**config.mk**
```make
export PLATFORM = sky130hd
export DESIGN_NAME = voltage_vector_table_sequencer_top
export DESIGN_NICKNAME = d
export VERILOG_FILES = /design/src/vvts_pkg.sv /design/src/voltage_vector_table_sequencer_top.sv /design/src/vvts_ram.sv
export VERILOG_INCLUDE_DIRS = /design/src /design/src/src
export SDC_FILE = /design/constraint.sdc
export NUM_CORES = 2
export LEC_CHECK = 0
export BUFFER_PORTS_ARGS = -buffer_cell sky130_fd_sc_hd__buf_2
export CELL_PAD_IN_SITES_DETAIL_PLACEMENT = 0
export CELL_PAD_IN_SITES_GLOBAL_PLACEMENT = 2
export CORE_ASPECT_RATIO = 1.1
export CORE_UTILIZATION = 45
export CTS_BUF_LIST = sky130_fd_sc_hd__clkbuf_8
export CTS_CLUSTER_DIAMETER = 100
export DETAILED_ROUTE_END_ITERATION = 7
export PLACE_DENSITY_LB_ADDON = 0.15
export SETUP_SLACK_MARGIN = 0.1
export SLEW_MARGIN = 20
export SYNTH_ARGS = -nofsm -noshare
export SYNTH_HDL_FRONTEND = slang
export SYNTH_SLANG_ARGS = --single-unit
```
**constraint.sdc**
```tcl
create_clock -name clk_i -period 14.85 [get_ports clk_i]
set_clock_uncertainty 0.2 [all_clocks]
set_input_delay 1.485 -clock clk_i [delete_from_list [all_inputs] [get_ports clk_i]]
set_output_delay 1.485 -clock clk_i [all_outputs]
set_load 0.03 [all_outputs]
```
**src/assert_macros.svh**
```systemverilog
// Assertion macros used by the RTL of the vector table sequencer.
`ifndef ASSERT_MACROS_SVH
`define ASSERT_MACROS_SVH

// Implication checked at every rising clk_i edge outside reset.
`define VVTS_ASSERT_IMP(lbl, ante, cons) \
  lbl: assert property (@(posedge clk_i) disable iff (!rst_ni) (ante) |-> (cons)) \
    else $error("vvts assertion failed");

// Next-cycle implication checked at every rising clk_i edge outside reset.
`define VVTS_ASSERT_NXT(lbl, ante, cons) \
  lbl: assert property (@(posedge clk_i) disable iff (!rst_ni) (ante) |=> (cons)) \
    else $error("vvts assertion failed");

`endif

```
**src/vvts_pkg.sv**
```systemverilog
// Types, constants and helpers of the voltage vector table sequencer.
`timescale 1ns / 1ps

package vvts_pkg;

  localparam int unsigned IDX_W = 8;
  localparam int unsigned CNT_W = 8;
  localparam int unsigned VEC_W = 3;
  localparam int unsigned TABLE_DEPTH_DEF = 256;

  localparam int unsigned CFG_IDX_W  = 1;
  localparam int unsigned CFG_DATA_W = 8;

  // Configuration register indexes.
  localparam logic [CFG_IDX_W-1:0] CFG_TABLE_LENGTH = 1'd0;
  localparam logic [CFG_IDX_W-1:0] CFG_KEEP_ZEROS   = 1'd1;

  // Item opcodes.
  localparam logic OP_TICK  = 1'b0;
  localparam logic OP_WRITE = 1'b1;

  // Vector codes.
  localparam logic [VEC_W-1:0] VEC_ZERO_LO = 3'd0;
  localparam logic [VEC_W-1:0] VEC_ONE     = 3'd1;
  localparam logic [VEC_W-1:0] VEC_THREE   = 3'd3;
  localparam logic [VEC_W-1:0] VEC_FIVE    = 3'd5;
  localparam logic [VEC_W-1:0] VEC_ZERO_HI = 3'd7;

  typedef struct packed {
    logic             op;
    logic [IDX_W-1:0] entry_addr;
    logic [VEC_W-1:0] entry_vector;
    logic [CNT_W-1:0] entry_count;
    logic             enable;
    logic             zero_request;
  } in_t;

  typedef struct packed {
    logic [VEC_W-1:0] vector;
    logic [IDX_W-1:0] entry_index;
    logic [CNT_W-1:0] hold_count;
    logic             zero_inserted;
    logic             no_active_entry;
  } out_t;

  function automatic logic is_zero_vec(input logic [VEC_W-1:0] v);
    return (v == VEC_ZERO_LO) || (v == VEC_ZERO_HI);
  endfunction

  // Zero vector to follow the last one: low-side zero after 0, 1, 3 or 5, high-side zero otherwise.
  function automatic logic [VEC_W-1:0] zero_for(input logic [VEC_W-1:0] v);
    logic lo;
    lo = (v == VEC_ZERO_LO) || (v == VEC_ONE) || (v == VEC_THREE) || (v == VEC_FIVE);
    return lo ? VEC_ZERO_LO : VEC_ZERO_HI;
  endfunction

endpackage

```
**src/voltage_vector_table_sequencer_top.sv**
```systemverilog
// Top level of the voltage vector table sequencer.
//
// Usage:
//  - Input channel (in_valid_i / in_stall_o / in_data_i): one beat is either a
//    control tick or a table entry write. A tick returns the vector to apply,
//    the entry index and hold count after the tick, and two status flags.
//    A write returns one beat too, reporting the state unchanged.
//  - Output channel (out_valid_o / out_stall_i / out_data_o): one beat per
//    input beat, in order. The result sits in an output register, so the next
//    input beat is taken while an earlier result is still stalled.
//  - Config channel (cfg_valid_i / cfg_ready_o): table length and the
//    keep-zeros flag, always ready; write only while the block is idle.
//  Sequencing: a write, a disabled tick or a zero insertion goes from ST_IDLE
//  to ST_FIN; a table walk runs ST_CMP and ST_CHK once per table read (one,
//  plus one per skipped zero vector, at most TABLE_DEPTH), then ST_FIN. Each
//  read costs one hold-count and one vector RAM read, through one port.
//  The sequencer takes no new beat until the current one has been handed
//  to the output register; while out_stall_i holds it, in_stall_o stays high.
//  Reset: index, counter, last vector and config clear; table RAM is not
//  cleared and must be written before it is used.
`timescale 1ns / 1ps
`include "assert_macros.svh"

module voltage_vector_table_sequencer_top #(
  parameter int unsigned TABLE_DEPTH = vvts_pkg::TABLE_DEPTH_DEF
) (
  input  logic                            clk_i,
  input  logic                            rst_ni,
  input  logic                            in_valid_i,
  output logic                            in_stall_o,
  input  vvts_pkg::in_t                   in_data_i,
  output logic                            out_valid_o,
  input  logic                            out_stall_i,
  output vvts_pkg::out_t                  out_data_o,
  input  logic                            cfg_valid_i,
  output logic                            cfg_ready_o,
  input  logic [vvts_pkg::CFG_IDX_W-1:0]  cfg_index_i,
  input  logic [vvts_pkg::CFG_DATA_W-1:0] cfg_data_i
);

  localparam int unsigned AW    = $clog2(TABLE_DEPTH);
  localparam int unsigned TW    = $clog2(TABLE_DEPTH);
  localparam int unsigned IW    = vvts_pkg::IDX_W;
  localparam int unsigned CW    = vvts_pkg::CNT_W;
  localparam int unsigned VW    = vvts_pkg::VEC_W;
  localparam int unsigned IXW   = IW + 1;
  localparam int unsigned RAM_W = VW + CW;

  // Sequencer states.
  localparam logic [1:0] ST_IDLE = 2'd0;  // waiting for a beat
  localparam logic [1:0] ST_CMP  = 2'd1;  // hold count on RAM port
  localparam logic [1:0] ST_CHK  = 2'd2;  // vector on RAM port
  localparam logic [1:0] ST_FIN  = 2'd3;  // hand result to output register

  logic [1:0]    state_q, state_d;
  logic [IW-1:0] idx_q, idx_d;
  logic [CW-1:0] cnt_q, cnt_d;
  logic [VW-1:0] last_vec_q, last_vec_d;
  logic [TW-1:0] tries_q, tries_d;
  logic          zins_q, zins_d;
  logic          none_q, none_d;
  logic [IW-1:0] table_len_q;
  logic          nominal_q;
  logic          out_valid_q, out_valid_d;
  vvts_pkg::out_t out_q;

  logic             in_accept;
  logic             out_load;
  logic             ram_we;
  logic [AW-1:0]    ram_waddr;
  logic [AW-1:0]    ram_raddr;
  logic [RAM_W-1:0] ram_rdata;
  logic [CW-1:0]    rd_count;
  logic [VW-1:0]    rd_vec;

  // Advance datapath, used in ST_CMP.
  logic          cnt_ge;
  logic [IW-1:0] idx_inc;
  logic [IW-1:0] idx_adv;
  logic [CW-1:0] cnt_adv;
  logic [IW-1:0] idx_wrap;

  // RAM address of a hold-count read; indexes past the table read entry 0.
  function automatic logic [AW-1:0] safe_addr(input logic [IW-1:0] idx);
    return (IXW'(idx) < IXW'(TABLE_DEPTH)) ? idx[AW-1:0] : '0;
  endfunction

  assign in_stall_o  = (state_q != ST_IDLE);
  assign in_accept   = in_valid_i && !in_stall_o;
  assign cfg_ready_o = 1'b1;
  assign out_valid_o = out_valid_q;
  assign out_data_o  = out_q;
  assign out_load    = (state_q == ST_FIN) && (!out_valid_q || !out_stall_i);

  assign ram_we    = in_accept && (in_data_i.op == vvts_pkg::OP_WRITE) &&
                     (IXW'(in_data_i.entry_addr) < IXW'(TABLE_DEPTH));
  assign ram_waddr = in_data_i.entry_addr[AW-1:0];
  assign rd_count  = ram_rdata[CW-1:0];
  assign rd_vec    = ram_rdata[CW +: VW];

  vvts_ram #(
    .WIDTH(RAM_W),
    .DEPTH(TABLE_DEPTH)
  ) u_table (
    .clk_i  (clk_i),
    .we_i   (ram_we),
    .waddr_i(ram_waddr),
    .wdata_i({in_data_i.entry_vector, in_data_i.entry_count}),
    .raddr_i(ram_raddr),
    .rdata_o(ram_rdata)
  );

  always_comb begin
    cnt_ge   = (cnt_q >= rd_count);
    idx_inc  = idx_q + IW'(1);
    idx_adv  = cnt_ge ? idx_inc : idx_q;
    cnt_adv  = cnt_ge ? CW'(1) : cnt_q + CW'(1);
    idx_wrap = ((idx_adv >= table_len_q) || (IXW'(idx_adv) >= IXW'(TABLE_DEPTH))) ?
               '0 : idx_adv;
  end

  always_comb begin
    state_d     = state_q;
    idx_d       = idx_q;
    cnt_d       = cnt_q;
    last_vec_d  = last_vec_q;
    tries_d     = tries_q;
    zins_d      = zins_q;
    none_d      = none_q;
    out_valid_d = out_valid_q;
    ram_raddr   = safe_addr(idx_q);

    if (out_valid_q && !out_stall_i) begin
      out_valid_d = 1'b0;
    end

    unique case (state_q)
      ST_IDLE: begin
        if (in_accept) begin
          zins_d  = 1'b0;
          none_d  = 1'b0;
          tries_d = '0;
          state_d = ST_FIN;
          if (in_data_i.op == vvts_pkg::OP_WRITE) begin
            state_d = ST_FIN;
          end else if (!in_data_i.enable) begin
            idx_d = '0;
            cnt_d = '0;
          end else if (!nominal_q && in_data_i.zero_request) begin
            last_vec_d = vvts_pkg::zero_for(last_vec_q);
            zins_d     = 1'b1;
          end else begin
            state_d = ST_CMP;
          end
        end
      end
      ST_CMP: begin
        idx_d     = idx_wrap;
        cnt_d     = cnt_adv;
        ram_raddr = idx_wrap[AW-1:0];
        state_d   = ST_CHK;
      end
      ST_CHK: begin
        last_vec_d = rd_vec;
        state_d    = ST_FIN;
        if (!nominal_q && vvts_pkg::is_zero_vec(rd_vec)) begin
          cnt_d = '0;
          if (tries_q == TW'(TABLE_DEPTH - 1)) begin
            none_d = 1'b1;
          end else begin
            // skip the zero entry and retry from the next one
            idx_d     = idx_inc;
            ram_raddr = safe_addr(idx_inc);
            tries_d   = tries_q + TW'(1);
            state_d   = ST_CMP;
          end
        end
      end
      ST_FIN: begin
        if (out_load) begin
          out_valid_d = 1'b1;
          state_d     = ST_IDLE;
        end
      end
      default: state_d = ST_IDLE;
    endcase
  end

  always_ff @(posedge clk_i or negedge rst_ni) begin
    if (!rst_ni) begin
      state_q     <= ST_IDLE;
      idx_q       <= '0;
      cnt_q       <= '0;
      last_vec_q  <= '0;
      tries_q     <= '0;
      zins_q      <= 1'b0;
      none_q      <= 1'b0;
      table_len_q <= '0;
      nominal_q   <= 1'b0;
      out_valid_q <= 1'b0;
    end else begin
      state_q     <= state_d;
      idx_q       <= idx_d;
      cnt_q       <= cnt_d;
      last_vec_q  <= last_vec_d;
      tries_q     <= tries_d;
      zins_q      <= zins_d;
      none_q      <= none_d;
      out_valid_q <= out_valid_d;
      if (cfg_valid_i && cfg_ready_o) begin
        unique case (cfg_index_i)
          vvts_pkg::CFG_TABLE_LENGTH: table_len_q <= cfg_data_i[IW-1:0];
          vvts_pkg::CFG_KEEP_ZEROS:   nominal_q   <= cfg_data_i[0];
          default: ;
        endcase
      end
    end
  end

  always_ff @(posedge clk_i) begin
    if (out_load) begin
      out_q.vector          <= last_vec_q;
      out_q.entry_index     <= idx_q;
      out_q.hold_count      <= cnt_q;
      out_q.zero_inserted   <= zins_q;
      out_q.no_active_entry <= none_q;
    end
  end

  // A failed search always reports a zero vector and never an insertion.
  `VVTS_ASSERT_IMP(a_none_is_zero, out_valid_q && out_q.no_active_entry,
                   vvts_pkg::is_zero_vec(out_q.vector) && !out_q.zero_inserted)
  // Reported entry index always addresses the table.
  `VVTS_ASSERT_IMP(a_index_in_table, out_valid_q,
                   IXW'(out_q.entry_index) < IXW'(TABLE_DEPTH))
  // A vector check always leads to another read or to the result stage.
  `VVTS_ASSERT_NXT(a_chk_next, state_q == ST_CHK,
                   state_q == ST_CMP || state_q == ST_FIN)

endmodule

```
**src/vvts_ram.sv**
```systemverilog
// Generic single-write, single-read RAM with registered read data.
`timescale 1ns / 1ps

module vvts_ram #(
  parameter int unsigned WIDTH = 8,
  parameter int unsigned DEPTH = 256
) (
  input  logic                     clk_i,
  input  logic                     we_i,
  input  logic [$clog2(DEPTH)-1:0] waddr_i,
  input  logic [WIDTH-1:0]         wdata_i,
  input  logic [$clog2(DEPTH)-1:0] raddr_i,
  output logic [WIDTH-1:0]         rdata_o
);

  logic [WIDTH-1:0] mem [DEPTH];

  always_ff @(posedge clk_i) begin
    if (we_i) begin
      mem[waddr_i] <= wdata_i;
    end
    rdata_o <= mem[raddr_i];
  end

endmodule

```
==> flow_summary.json <==
{
  "status": "finished clean",
  "cts_resized": 0,
  "synth.most_common_cell": "edfxtp_1",
  "ant_nets": 0,
  "r2r_slack_ns": 5.97,
  "wl_per_cell_um": 31.5,
  "clk_path_buf_depth": 4,
  "hpwl_mm": 243,
  "startpoint_type": "register",
  "required_ns": 15.51,
  "drt_first_pass_iters": 5,
  "syn_nets": 8969,
  "period_share_pct": 59.8,
  "register_area_um2": 86400,
  "die_area_um2": 275000,
  "synth.cell_area_um2": 123000,
  "fmax_mhz": 113,
  "synthToLayoutAreaGrowth_pct": 11.1,
  "finalHoldViolations": 0,
  "tns_ns": 0,
  "synth_area_leaders": "edfxtp_1 (69%), nand2_1 (4.2%), mux2i_1 (3.9%)",
  "grt_pass1_vias": 79600,
  "synth_flop_cell": "edfxtp_1",
  "cpLargestDelayFamily": "simple AND/OR/NAND/NOR gates",
  "dieHeight_um": 550,
  "holdPathEnd": "out_data_o[1]",
  "track_usage_pct": 29.5,
  "rows": 200,
  "cts_tree": "built",
  "cts_max_level": 5,
  "max_stage_delay_ns": 0.80,
  "critPathCaptureType": "register",
  "root_buffer": "clkbuf_8",
  "num_io_pins": 60,
  "synth_edf_count": 2837,
  "grt_pass1_wl_mm": 587,
  "die_w_um": 500,
  "gr-total-overflow": 0,
  "nets": 9141,
  "r2r_cells": 21,
  "drtIter0Drc": 9283,
  "core_um2": 271000,
  "peakVddDrop_mv": 0.123,
  "synth_seq_area_share_pct": 70.3,
  "multi_input_area_um2": 34000,
  "vias": 81800,
  "r2r_end": "u_table.rdata_o[7]",
  "cts.sinks": 2889,
  "worstPathMaxFanout": 19,
  "p_leak_nw": 44.0,
  "cp_num_buf_inv": 3,
  "r2r-start": "cnt_q[0]",
  "cts_buffers": 478,
  "final.setup.worst_slack_ns": 5.97,
  "syn_avg_cell_area_um2": 13.8,
  "max_slew_margin_pct": 13.3,
  "slowest_stage": "nor2_1",
  "route.detailed.drc": 0,
  "clock_latency_ns": 1.05,
  "totalWireLength_mm": 414,
  "final_core_util_pct": 50.4,
  "cts.reportedPaths.clkPinSlew_ns": 0.07,
  "crit_type": "reg2reg",
  "grt_antenna_before_repair": 25,
  "viasPerCell": 6.23,
  "grt_max_degree": 154,
  "grt_setup_unrepaired": "no",
  "cts_setup_buffers": 0,
  "io_buffers": 58,
  "setup-violations-final": 0,
  "fillCellCount": 23500,
  "dp_slack_ns": 6.01,
  "cts_hold_buf": 0,
  "synth_common_cells": "edfxtp_1 (2837), nand2_1 (1388), mux2i_1 (480)",
  "cp.arrival_ns": 9.55,
  "synth-seq-cells": 2889,
  "syn_inst": 8910,
  "globalplace.congestion": 0.851,
  "slew_viol_final": 0,
  "ys_types": 85,
  "powerDensity_nw_per_um2": 136,
  "fin_cells": 13100,
  "yosys.area.top_type": "edfxtp_1",
  "yosysWarnings": 0,
  "path_cells": "inv_1 -> ha_1 -> nand2b_1 -> a2111o_1 -> a31o_4 -> nand2_1 -> xnor2_1 -> ha_1 -> or3_1 -> a21oi_1 -> o31a_1 -> a31oi_1 -> a311oi_4 -> buf_4 -> nand2_2 -> buf_4 -> nor2_1 -> nand4_1 -> o311ai_0 -> o31ai_1 -> nor4_2",
  "tightest_slew_ns": 1.29,
  "min_path_type": "reg2reg",
  "cap_violations": 0,
  "synth_top_area_share_pct": 69.3,
  "whs_path_depth": 0,
  "min_period_ns": 8.88,
  "dp.cells": 12200,
  "drive_above_1_share_pct": 14.0,
  "hold_path_startpoint": "zins_q",
  "initial_core_util_pct": 45.4,
  "ys_async_sr_fraction_pct": 1.42
}
power by group:
group          internal (mW)  switching, mW
logic                  0.887           2.29
clock network           3.17           3.23
registers               9.01         0.0426
flip-flops by register name, indices dropped and copies added (netlist names):
signal           count
cnt_q                8
idx_q                8
last_vec_q           3
nominal_q            1
none_q               1
out_data_o          21
out_valid_o          1
state_q              2
table_len_q          8
tries_q              8
u_table.mem       2816
u_table.rdata_o     11
zins_q               1
worst reg2reg max path, delay by kind of cell (launching register included):
family,cells,cell delay [ns]
AOI/OAI and AO/OA,8,3.10
xor gates and xnor gates,1,0.12
adders and majority gates,2,0.53
buffers and inverters,3,1.02
DFF,1,0.40
and+or+nand+nor,7,3.33
cell usage in the layout (no fill, tap or decap), types with 80 or more instances in the layout:
cell and count:
nor3_1 135, a21oi_1 411, mux2i_1 480, a221o_1 80
nor2_1 268, nor2_2 114, a31oi_1 91, o21ai_0 419
nand2_1 1384, nand3_1 427, a221oi_1 439, mux2_2 139
inv_1 225, clkinv_1 128, edfxtp_1 2837, buf_4 301
clkbuf_8 491
how the worst max path moves through the flow:
stage,startpoint,end,slack (ns),cells after the start
after global routing,idx_q[1],u_table.rdata_o[7],5.75,20
after global placement,cnt_q[0],u_table.rdata_o[5],4.88,23
after CTS,cnt_q[0],u_table.rdata_o[7],5.96,21
after detailed placement,cnt_q[0],u_table.rdata_o[7],6.01,21
after floorplan,cnt_q[0],u_table.rdata_o[7],9.50,23
final,cnt_q[0],u_table.rdata_o[7],5.97,21
through the flow:
| stage | hold WS, ns | total power [mW] | instance area (um2) |
|---|---|---|---|
| floorplan | 0.223 | 11.2 | 123000 |
| detailed placement | 0.250 | 12.4 | 128000 |
| finish | 0.267 | 18.6 | 137000 |
| CTS | 0.260 | 18.7 | 136000 |
| global placement | 0.240 | 12.3 | 128000 |
| global route | 0.274 | 19.3 | 137000 |
cell type report:
| type | count | area share, % |
|---|---|---|
| diodes | 17 | 0.0311 |
| clock buffers | 491 | 4.95 |
| clock inverters | 375 | 1.29 |
| inverters | 44 | 0.125 |
| multi-input cells | 5298 | 24.9 |
| flip-flops and latches | 2889 | 63.3 |
| well taps | 3636 | 3.33 |
| repair buffers | 371 | 2.12 |
cells by family (layout without fill, tap and decap cells):
kind of cell	Yosys count	in the layout	synth area share, %
and+or+nand+nor	2582	2582	9.04
xor gates and xnor gates	18	18	0.128
other	1	18	0.00305
muxes	690	690	6.48
adders and majority gates	23	23	0.234
AOI/OAI and AO/OA	1984	1984	11.2
DFF	2889	2889	70.3
buffers and inverters	723	1281	2.62
routing by layer:
layer	up-vias	wire (um)	global-route usage [%]
met5	-	63	0
met4	10	19000	13.4
met3	704	30500	4.78
met2	3469	198000	47.7
met1	42300	167000	39.2
li1	35300	-	-
Note: power is estimated with default switching activity, not from simulation.
